File: src/sv/aser_pkg.sv
package aser_pkg;

	localparam int FRAC_BITS     = 30;
	localparam int X_W           = FRAC_BITS + 1;
	localparam int PREC_W        = 30;
	localparam int RES_W         = 40;
	localparam int MAG_W         = RES_W - 1;
	localparam int TERMS_OUT_W   = 8;
	localparam int MAX_TERMS_DEF = 128;

	localparam logic [PREC_W-1:0] PREC_RESET = PREC_W'(1074);
	localparam logic [MAG_W-1:0]  MAG_MAX    = {MAG_W{1'b1}};

	// handshake of the serial divider back to the sequencer
	typedef struct packed {
		logic busy;
		logic done;
	} div_stat_t;

endpackage

File: src/sv/aser_mul.sv
module aser_mul #(
	parameter int AW = aser_pkg::FRAC_BITS,
	parameter int BW = aser_pkg::FRAC_BITS
) (
	input  logic             clk,
	input  logic [AW-1:0]    op_a,
	input  logic [BW-1:0]    op_b,
	output logic [AW+BW-1:0] prod_q
);

	always_ff @(posedge clk) begin
		prod_q <= (AW+BW)'(op_a) * (AW+BW)'(op_b);
	end

endmodule

File: src/sv/aser_div.sv
module aser_div #(
	parameter int DW = 39,
	parameter int VW = 9
) (
	input  logic               clk,
	input  logic               arst_n,
	input  logic               start,
	input  logic [DW-1:0]      dividend,
	input  logic [VW-1:0]      divisor,
	output aser_pkg::div_stat_t stat,
	output logic [DW-1:0]      quotient
);

	localparam int CW = $clog2(DW + 1);

	logic [VW-1:0] rem_q;
	logic [DW-1:0] quo_q;
	logic [VW-1:0] dsr_q;
	logic [CW-1:0] cnt_q;
	logic          busy_q;
	logic          done_q;
	logic [VW:0]   shifted;
	logic          fits;

	// restoring division, one quotient bit per cycle
	assign shifted = {rem_q, quo_q[DW-1]};
	assign fits    = shifted >= {1'b0, dsr_q};

	always_ff @(posedge clk or negedge arst_n) begin
		if (!arst_n) begin
			busy_q <= 1'b0;
			done_q <= 1'b0;
			cnt_q  <= '0;
		end else begin
			done_q <= 1'b0;
			if (start) begin
				busy_q <= 1'b1;
				cnt_q  <= CW'(DW);
			end else if (busy_q) begin
				cnt_q <= cnt_q - CW'(1);
				if (cnt_q == CW'(1)) begin
					busy_q <= 1'b0;
					done_q <= 1'b1;
				end
			end
		end
	end

	always_ff @(posedge clk) begin
		if (start) begin
			rem_q <= '0;
			quo_q <= dividend;
			dsr_q <= divisor;
		end else if (busy_q) begin
			rem_q <= fits ? VW'(shifted - {1'b0, dsr_q}) : VW'(shifted);
			quo_q <= {quo_q[DW-2:0], fits};
		end
	end

	assign stat.busy = busy_q;
	assign stat.done = done_q;
	assign quotient  = quo_q;

endmodule

File: src/sv/artanh_series_evaluator_unit.sv
// artanh(x) by its Maclaurin series, signed Q1.30 in, signed Q10.30 out.
// Input channel: in_valid / in_stall with x_value. in_stall is high while an
// item is being worked on; one item at a time.
// Output channel: out_valid / out_stall with result, terms_used, hit_limit.
// The result sits in an output register, so the next item is taken while a
// finished result still waits; a result that finishes while the old one is
// still stalled waits in the sequencer until the register frees up.
// Config: cfg_wr_en / cfg_wr_data write the precision threshold (Q0.30);
// write only while the block is idle.
// DW = 30 + clog2(2*MAX_TERMS+2) is the dividend width of the serial divider
// (one quotient bit per cycle). Each term uses the one shared 30x30
// multiplier twice and then the divider.
// Reset (arst_n low, async) empties both channels and loads the precision
// threshold with 1074. A stalled output holds its item unchanged.
module artanh_series_evaluator_unit #(
	parameter int MAX_TERMS = aser_pkg::MAX_TERMS_DEF
) (
	input  logic                                  clk,
	input  logic                                  arst_n,
	input  logic                                  cfg_wr_en,
	input  logic [aser_pkg::PREC_W-1:0]           cfg_wr_data,
	input  logic                                  in_valid,
	output logic                                  in_stall,
	input  logic signed [aser_pkg::X_W-1:0]       x_value,
	output logic                                  out_valid,
	input  logic                                  out_stall,
	output logic signed [aser_pkg::RES_W-1:0]     result,
	output logic [aser_pkg::TERMS_OUT_W-1:0]      terms_used,
	output logic                                  hit_limit
);

	localparam int F  = aser_pkg::FRAC_BITS;
	localparam int TW = $clog2(MAX_TERMS + 1);
	localparam int KW = TW + 1;
	localparam int DW = F + KW;

	typedef enum logic [9:0] {
		S_IDLE = 10'b0000000001,
		S_SQR  = 10'b0000000010,
		S_X2   = 10'b0000000100,
		S_TEST = 10'b0000001000,
		S_M1   = 10'b0000010000,
		S_M1W  = 10'b0000100000,
		S_M2   = 10'b0001000000,
		S_M2W  = 10'b0010000000,
		S_DIV  = 10'b0100000000,
		S_DONE = 10'b1000000000
	} state_t;

	state_t                          state_q;
	logic [aser_pkg::PREC_W-1:0]     precision_q;
	logic [F-1:0]                    a_q;
	logic [F-1:0]                    x2_q;
	logic [F-1:0]                    t_q;
	logic [aser_pkg::MAG_W-1:0]      sum_q;
	logic [TW-1:0]                   terms_q;
	logic                            neg_q;
	logic                            limit_q;
	logic                            out_valid_q;
	logic signed [aser_pkg::RES_W-1:0] result_q;
	logic [aser_pkg::TERMS_OUT_W-1:0] terms_used_q;
	logic                            hit_limit_q;

	logic [aser_pkg::X_W-1:0]        x_raw;
	logic [aser_pkg::X_W-1:0]        x_mag;
	logic [F-1:0]                    a_in;
	logic [aser_pkg::RES_W-1:0]      sum_add;
	logic [aser_pkg::MAG_W-1:0]      sum_next;
	logic [KW-1:0]                   odd_lo;
	logic [KW-1:0]                   odd_hi;
	logic [F-1:0]                    mul_a;
	logic [F-1:0]                    mul_b;
	logic [2*F-1:0]                  prod;
	logic                            div_start;
	aser_pkg::div_stat_t             div_stat;
	logic [DW-1:0]                   quotient;
	logic                            in_acc;
	logic                            out_free;
	logic [aser_pkg::RES_W-1:0]      mag_ext;

	// |x|, clamped below one
	assign x_raw = x_value;
	assign x_mag = x_raw[aser_pkg::X_W-1] ? (~x_raw + aser_pkg::X_W'(1)) : x_raw;
	assign a_in  = x_mag[F] ? {F{1'b1}} : x_mag[F-1:0];

	assign sum_add  = {1'b0, sum_q} + aser_pkg::RES_W'(t_q);
	assign sum_next = (sum_add > aser_pkg::RES_W'(aser_pkg::MAG_MAX)) ?
		aser_pkg::MAG_MAX : sum_add[aser_pkg::MAG_W-1:0];

	// 2k-1 and 2k+1, with k equal to the terms added so far
	assign odd_lo = {TW'(terms_q - TW'(1)), 1'b1};
	assign odd_hi = {terms_q, 1'b1};

	always_comb begin
		mul_a = t_q;
		mul_b = x2_q;
		case (state_q)
			S_SQR: begin
				mul_a = a_q;
				mul_b = a_q;
			end
			S_M2: begin
				mul_b = F'(odd_lo);
			end
			default: begin
			end
		endcase
	end

	aser_mul #(.AW(F), .BW(F)) u_mul (
		.clk    (clk),
		.op_a   (mul_a),
		.op_b   (mul_b),
		.prod_q (prod)
	);

	assign div_start = state_q == S_M2W;

	aser_div #(.DW(DW), .VW(KW)) u_div (
		.clk      (clk),
		.arst_n   (arst_n),
		.start    (div_start),
		.dividend (prod[DW-1:0]),
		.divisor  (odd_hi),
		.stat     (div_stat),
		.quotient (quotient)
	);

	assign in_stall = state_q != S_IDLE;
	assign in_acc   = in_valid && !in_stall;
	assign out_free = !out_valid_q || !out_stall;
	assign mag_ext  = {1'b0, sum_q};

	always_ff @(posedge clk or negedge arst_n) begin
		if (!arst_n) begin
			state_q     <= S_IDLE;
			precision_q <= aser_pkg::PREC_RESET;
			out_valid_q <= 1'b0;
			terms_q     <= '0;
			limit_q     <= 1'b0;
		end else begin
			if (cfg_wr_en) begin
				precision_q <= cfg_wr_data;
			end
			// in S_DONE the sequencer itself decides the output valid
			if (out_valid_q && !out_stall && state_q != S_DONE) begin
				out_valid_q <= 1'b0;
			end
			case (state_q)
				S_IDLE: begin
					if (in_acc) begin
						terms_q <= '0;
						limit_q <= 1'b0;
						state_q <= S_SQR;
					end
				end
				S_SQR: state_q <= S_X2;
				S_X2:  state_q <= S_TEST;
				S_TEST: begin
					if (t_q > precision_q) begin
						if (terms_q == TW'(MAX_TERMS)) begin
							limit_q <= 1'b1;
							state_q <= S_DONE;
						end else begin
							terms_q <= terms_q + TW'(1);
							state_q <= S_M1;
						end
					end else begin
						state_q <= S_DONE;
					end
				end
				S_M1:  state_q <= S_M1W;
				S_M1W: state_q <= S_M2;
				S_M2:  state_q <= S_M2W;
				S_M2W: state_q <= S_DIV;
				S_DIV: begin
					if (div_stat.done) begin
						state_q <= S_TEST;
					end
				end
				S_DONE: begin
					if (out_free) begin
						out_valid_q <= 1'b1;
						state_q     <= S_IDLE;
					end
				end
				default: state_q <= S_IDLE;
			endcase
		end
	end

	always_ff @(posedge clk) begin
		if (in_acc) begin
			a_q   <= a_in;
			t_q   <= a_in;
			neg_q <= x_raw[aser_pkg::X_W-1];
			sum_q <= '0;
		end
		if (state_q == S_X2) begin
			x2_q <= prod[2*F-1:F];
		end
		if (state_q == S_TEST && t_q > precision_q && terms_q != TW'(MAX_TERMS)) begin
			sum_q <= sum_next;
		end
		if (state_q == S_M1W) begin
			t_q <= prod[2*F-1:F];
		end
		if (state_q == S_DIV && div_stat.done) begin
			t_q <= quotient[F-1:0];
		end
		if (state_q == S_DONE && out_free) begin
			result_q     <= neg_q ? -mag_ext : mag_ext;
			terms_used_q <= (32'(terms_q) > 32'd255) ? 8'hFF :
				aser_pkg::TERMS_OUT_W'(terms_q);
			hit_limit_q  <= limit_q;
		end
	end

	assign out_valid  = out_valid_q;
	assign result     = result_q;
	assign terms_used = terms_used_q;
	assign hit_limit  = hit_limit_q;

`ifndef NO_ASSERTIONS
	a_limit_count: assert property (@(posedge clk) disable iff (!arst_n)
		out_valid && hit_limit |->
		terms_used == ((MAX_TERMS > 255) ? 8'd255 : 8'(MAX_TERMS)))
		else $error("hit_limit without a full term count");

	a_busy_after_accept: assert property (@(posedge clk) disable iff (!arst_n)
		in_valid && !in_stall |=> in_stall)
		else $error("item accepted but block not busy");

	a_div_done_state: assert property (@(posedge clk) disable iff (!arst_n)
		div_stat.done |-> state_q == S_DIV)
		else $error("divider finished outside its wait state");

	a_terms_bound: assert property (@(posedge clk) disable iff (!arst_n)
		32'(terms_q) <= MAX_TERMS)
		else $error("term counter past its bound");
`endif

endmodule

File: config.mk
export PLATFORM = sky130hd
export DESIGN_NAME = artanh_series_evaluator_unit
export DESIGN_NICKNAME = d
export VERILOG_FILES = /design/src/sv/aser_pkg.sv /design/src/sv/aser_mul.sv /design/src/sv/aser_div.sv /design/src/sv/artanh_series_evaluator_unit.sv
export SDC_FILE = /design/constraint.sdc
export NUM_CORES = 2
export LEC_CHECK = 0
export BUFFER_PORTS_ARGS = -buffer_cell sky130_fd_sc_hd__buf_2
export CORE_MARGIN = 2
export CORE_UTILIZATION = 54
export CTS_CLUSTER_DIAMETER = 30
export CTS_CLUSTER_SIZE = 12
export DETAILED_ROUTE_END_ITERATION = 10
export PLACE_DENSITY = 0.78
export SLEW_MARGIN = 25
export SYNTH_ARGS = -nofsm -noshare
export SYNTH_HDL_FRONTEND = slang
export SYNTH_SLANG_ARGS = --single-unit
export TNS_END_PERCENT = 10
File: constraint.sdc
create_clock -name clk -period 21.9 [get_ports clk]
set_input_delay 4.38 -clock clk [delete_from_list [all_inputs] [get_ports clk]]
set_output_delay 4.38 -clock clk [all_outputs]
set_load 0.03 [all_outputs]
; ---- After elaboration in Yosys (flattened, before gate mapping)
; Index checks and enable logic that the tools add are counted.
[op_classes]
addsub = 7
multipliers = 1
n_lt_le_gt_ge = 3
n_eq_ne = 21
n_mux = 39
bitwise = 1
reduce_logical = 18
[op_table]
columns = op, n
row1 = 2-to-1 mux 39 bit, 6
row2 = 2-to-1 mux 30 bit, 5
row3 = case mux 10 bit (10 select lines), 1
row4 = multiplier 30 x 30 -> 60 bit, 1
row5 = case mux 30 bit (2 select lines), 1
row6 = 2-to-1 mux 10 bit, 5
row7 = adder 39 x 30 -> 40 bit, 1
row8 = greater-than comparator 40 x 39 -> 1 bit (second input constant), 1
row9 = negator 39 -> 40 bit, 1
row10 = adder 31 x 1 -> 31 bit (second input constant), 1
row11 = 2-to-1 mux 31 bit, 1
row12 = NOT 31 bit, 1
row13 = greater-than comparator 30 bit, 1
row14 = 2-to-1 mux 8 bit, 3
row15 = case mux 8 bit (2 select lines), 1
row16 = 2-to-1 mux 1 bit, 12
row17 = 2-to-1 mux 6 bit, 2
row18 = equality test 10 x 1 -> 1 bit (second input constant), 1
row19 = equality test 10 bit (second input constant), 1
row20 = equality test 10 x 2 -> 1 bit (second input constant), 1
row21 = equality test 10 x 3 -> 1 bit (second input constant), 1
row22 = equality test 10 x 4 -> 1 bit (second input constant), 1
row23 = equality test 10 x 5 -> 1 bit (second input constant), 1
row24 = equality test 10 x 6 -> 1 bit (second input constant), 1
row25 = other kinds (24), 39
[totals]
regBits = 353
word_cells = 111

; ---- Longest topological paths before layout
[logic_depth]
depth_word = 7
depth_mapped = 38
mapped_depth_nobuf = 34

; ---- By module
; Synthesis repeated with hierarchy kept, for this count alone.
[unflattened]
hier_cells = 5057
hier_area_um2 = 47790.8
[modules_own_cells]
columns = module, n_inst, cells_each, area_each_um2
row1 = aser_mul, 1, 3459, 31350.1
row2 = artanh_series_evaluator_unit, 1, 1359, 13250.2
row3 = aser_div, 1, 239, 3190.6

; ---- Worst setup path before layout
; No wires, ideal clock.
[synth_path]
path_kind = reg-to-reg
from = reg state_q[7]
to = reg u_mul.prod_q[52]
arrival_ns = 9.034
required_time_ns = 21.776
setup_slack_ns = 12.742
path_stages_with_launch = 32
synth_period_minus_slack_ns = 9.158
path_cell_list = dfrtp_1 -> nor4_1 -> nand2_1 -> nor3b_1 -> nor2_1 -> clkbuf_1 -> a21oi_1 -> clkbuf_1 -> nor2_1 -> fa_1 -> inv_1 -> fa_1 -> fa_1 -> fa_1 -> inv_1 -> fa_1 -> fa_1 -> fa_1 -> inv_1 -> fa_1 -> inv_1 -> ha_1 -> clkbuf_1 -> a21oi_1 -> o21ai_0 -> a221o_1 -> a21bo_2 -> a311oi_1 -> nor3_1 -> a2111oi_0 -> or2_2 -> a211oi_1
[synth_via]
elab_chain_len = 3
word_cells_on_any_way = 5
classes_between = 1 x mul / 2 x eq/ne / 2 x mux
[synth_lines]
columns = element, line_no
row1 = "start, declared", artanh_series_evaluator_unit.sv:50  ; state_t state_q;
row2 = "start signal, assigned", artanh_series_evaluator_unit.sv:136  ; state_q <= S_IDLE;
row3 = "start signal, assigned", artanh_series_evaluator_unit.sv:154  ; state_q <= S_SQR;
row4 = "start signal, assigned", artanh_series_evaluator_unit.sv:157  ; S_SQR: state_q <= S_X2;
row5 = equality test 10 x 7 -> 1 bit or equality test 10 x 2 -> 1 bit (tied branches), artanh_series_evaluator_unit.sv:97  ; case (state_q)
row6 = case mux 30 bit (2 select lines) or 2-to-1 mux 30 bit (tied branches), artanh_series_evaluator_unit.sv:97
row7 = multiplier 30 x 30 -> 60 bit *, aser_mul.sv:12  ; prod_q <= (AW+BW)'(op_a) * (AW+BW)'(op_b);
row8 = "end signal, assigned", aser_mul.sv:12
row9 = "end, declared", aser_mul.sv:8  ; output logic [AW+BW-1:0] prod_q
; Every way passes the cells marked *; elsewhere a longest branch is shown, timed or not.
; A chain may end at the register's enable or synchronous reset.

; ---- Worst setup path after layout
[layout_path]
from = reg state_q[2]
to = reg u_mul.prod_q[50]
; The elaborated chain is that of the path after synthesis.

==> flow_summary.toml <==
[logic_synthesis]
seq_area_frac_synth = 0.210
synthTopCellsByCount = "890 x nand2_1, 838 x inv_1, 782 x fa_1"
synth_most_common_cell = "nand2_1"
synth_area_leaders = "fa_1 34%, edfxtp_1 15%, ha_1 8.9%"
synth_edf_count = 226
synth_nets = 6185
yosys_most_used_dff = "edfxtp_1"
synth_area_per_cell_um2 = 9.13
synth_top_area_share = 0.342
async_reset_ff_frac = 0.164
yosys_warnings = 0
synthesis.area_um2 = 45800
yosys.area.top_type = "fa_1"
yosys_register_bits = 353
synth_cell_types = 75
netlist_instances = 5013

[global_routing]
overflow = 0
grtUsageMet1 = 0.411
grt_first_pass_wirelength_um = 216000
grt_use_met2 = 0.501
grt_pass1_vias = 38000
top_usage_layer = "met2"
antenna_found_initial = 2
grt.met3_usage = 0.0981
grt_max_degree = 63
grt.total_usage = 0.327

[cts]
cts_buffer_depth = 3
cts_tree = "done"
cts_made_buffers = 53
clk_latency_ns = 0.60
cts_resized = 0
clk_pin_slew_ns = 0.06
cts_root_buffer = "clkbuf_16"
clock_sinks = 353
h-tree-depth = 2
cts_hold_buf = 0
cts_setup_buffers = 0

[worst_setup_path]
critPathSlowestCell = "a221oi_1"
reg2reg_to = "u_mul.prod_q[50]$_DFF_P_"
cp_max_fo = 11
endpoint_kind = "register"
reg2reg_slack_ns = 11.01
worstSetupPathType = "reg2reg"
r2r_start = "state_q[2]$_DFFE_PN0P_"
required_ns = 22.42
crit_top_cell = "fa_1"
max_stage_delay_ns = 0.74
critical_path_arrival_ns = 11.42
start_kind = "register"
r2r_cells = 29

[placement]
hpwlAfterDp_um = 107000
placed_area_um2 = 47400
portBuffers = 116
gp_congestion = 0.978

[floorplan]
rows = 106
design.core.area_um2 = 83800
die_area_um2 = 87100
pin_count = 117
fp.dieH_um = 295
start_util = 0.546
die_w_um = 295

[min_path]
hp-start = "limit_q$_DFFE_PN0P_"
hp-class = "reg2reg"
holdPathStages = 0
hold_path_end = "hit_limit$_DFFE_PP_"

[routing]
vias = 36200
antenna_left = 0
drt-total-wl_um = 138000
drtPass1Iterations = 6
drt_iter0_markers = 3773
wl_per_cell_um = 22.3
vias_per_cell = 5.85
remaining_drc_errors = 0

[timing]
tightest_slew_ns = 1.13
slew_headroom = 0.242
finalSetupViolCount = 0
drv_slew = 0
rsz0062_at_grt = "no"
period_share = 0.497
fin_setup_tns_ns = 0
holdWs_ns = 0.481
hold_viol = 0
final.min_clock_period_ns = 10.89
clock.fmax_mhz = 91.8
skew_ns = 0.0329

[final_layout]
layout.nets = 6186
drive_gt1_frac = 0.0664
design_area_um2 = 49300
areaGrowthSynthToFinish_pct = 7.82
fillers = 7064

[flow_run]
maxCapViolCount = 0

[run_status]
outcome = "finished clean"
[cell usage in the layout (no fill, tap or decap), types with 11 or more instances in the layout]
| master | count |
|---|---|
| nand2_1 | 886 |
| inv_1 | 837 |
| fa_1 | 782 |
| nor2_1 | 533 |
| ha_1 | 324 |
| edfxtp_1 | 226 |
| a21oi_1 | 180 |
| o21ai_0 | 146 |
| buf_2 | 116 |
| xnor2_1 | 104 |
| a21o_1 | 72 |
| dfxtp_1 | 69 |
| buf_4 | 68 |
| xor2_1 | 62 |
| nand3_1 | 56 |
| clkbuf_16 | 55 |
| dfrtp_1 | 53 |
| and2_1 | 42 |
| o31ai_1 | 25 |
| nor3_1 | 23 |
| nand4_1 | 22 |
| and3_1 | 21 |
| a31oi_1 | 21 |
| o21bai_1 | 21 |
| a22oi_1 | 19 |
| or3_1 | 17 |
| a211oi_1 | 16 |
| nand2b_1 | 15 |
| o21a_1 | 13 |
| or4_1 | 12 |
| nor4_1 | 11 |
| mux2i_1 | 11 |
| o41ai_1 | 11 |
[stage by stage]
step,util,setup WS (ns),cells
after global routing,0.588,10.57,6193
after floorplan,-,12.74,5013
after CTS,0.588,11.28,6190
final,0.589,11.01,6199
after global placement,0.566,11.57,6089
after detailed placement,0.566,11.31,6090
[layout make-up]
cell class / count / area, um2 / area share
antenna: 6 / 15.0 / 0.000304
sequential: 353 / 9630 / 0.195
tap: 1134 / 1420 / 0.0288
inverter: 839 / 3150 / 0.0638
multi-input combinational: 3579 / 32200 / 0.652
clock inverter: 35 / 344 / 0.00697
clock buffer: 65 / 1470 / 0.0299
timing repair buffer: 188 / 1140 / 0.0231
[worst max-delay path: cells and delay by family (launching register included)]
kind	cells	cell delay [ns]
XOR/XNOR	1	0.11
flip-flops	1	0.40
AND/OR/NAND/NOR	8	2.25
adder cells (fa/ha/maj)	9	4.17
AO/OA/AOI/OAI	6	3.61
buffers and inverters	5	0.25
[registers in the layout (all words and copies together), names as in the netlist, 6 cells and up]
signal	cells
terms_q	8
u_div.rem_q	9
x2_q	30
t_q	30
u_mul.prod_q	60
a_q	30
precision_q	30
sum_q	39
state_q	10
terms_used	8
result	40
u_div.quotient	39
u_div.dsr_q	8
u_div.cnt_q	6
[cell families after synthesis]
family | after synthesis | synth area share
buffers and inverters | 1081 | 0.0887
AOI/OAI and AO/OA | 598 | 0.0816
adders and majority gates | 1106 | 0.431
muxes | 13 | 0.00290
DFF | 353 | 0.210
and+or+nand+nor | 1696 | 0.154
xor gates and xnor gates | 166 | 0.0318
[per-layer routing]
layer	wire length, um	vias up	share of wire
met3	17200	509	0.12
li1	-	15700	-
met4	9710	0	0.070
met5	0	-	0
met2	61300	2133	0.44
met1	50100	17900	0.36
[worst max-delay path by stage]
| stage | from | to |
|---|---|---|
| 6_report | state_q[2]$_DFFE_PN0P_ | u_mul.prod_q[50]$_DFF_P_ |
| 5_1_grt | state_q[2]$_DFFE_PN0P_ | u_mul.prod_q[52]$_DFF_P_ |
| 4_1_cts | state_q[2]$_DFFE_PN0P_ | u_mul.prod_q[52]$_DFF_P_ |
| 3_5_place_dp | state_q[2]$_DFFE_PN0P_ | u_mul.prod_q[52]$_DFF_P_ |
| 3_3_place_gp | state_q[2]$_DFFE_PN0P_ | u_mul.prod_q[52]$_DFF_P_ |
| 2_1_floorplan | state_q[7]$_DFFE_PN0P_ | u_mul.prod_q[52]$_DFF_P_ |
Power is not shown: default switching activity piles up to over one toggle a cycle in this logic, so the estimate is an artifact.
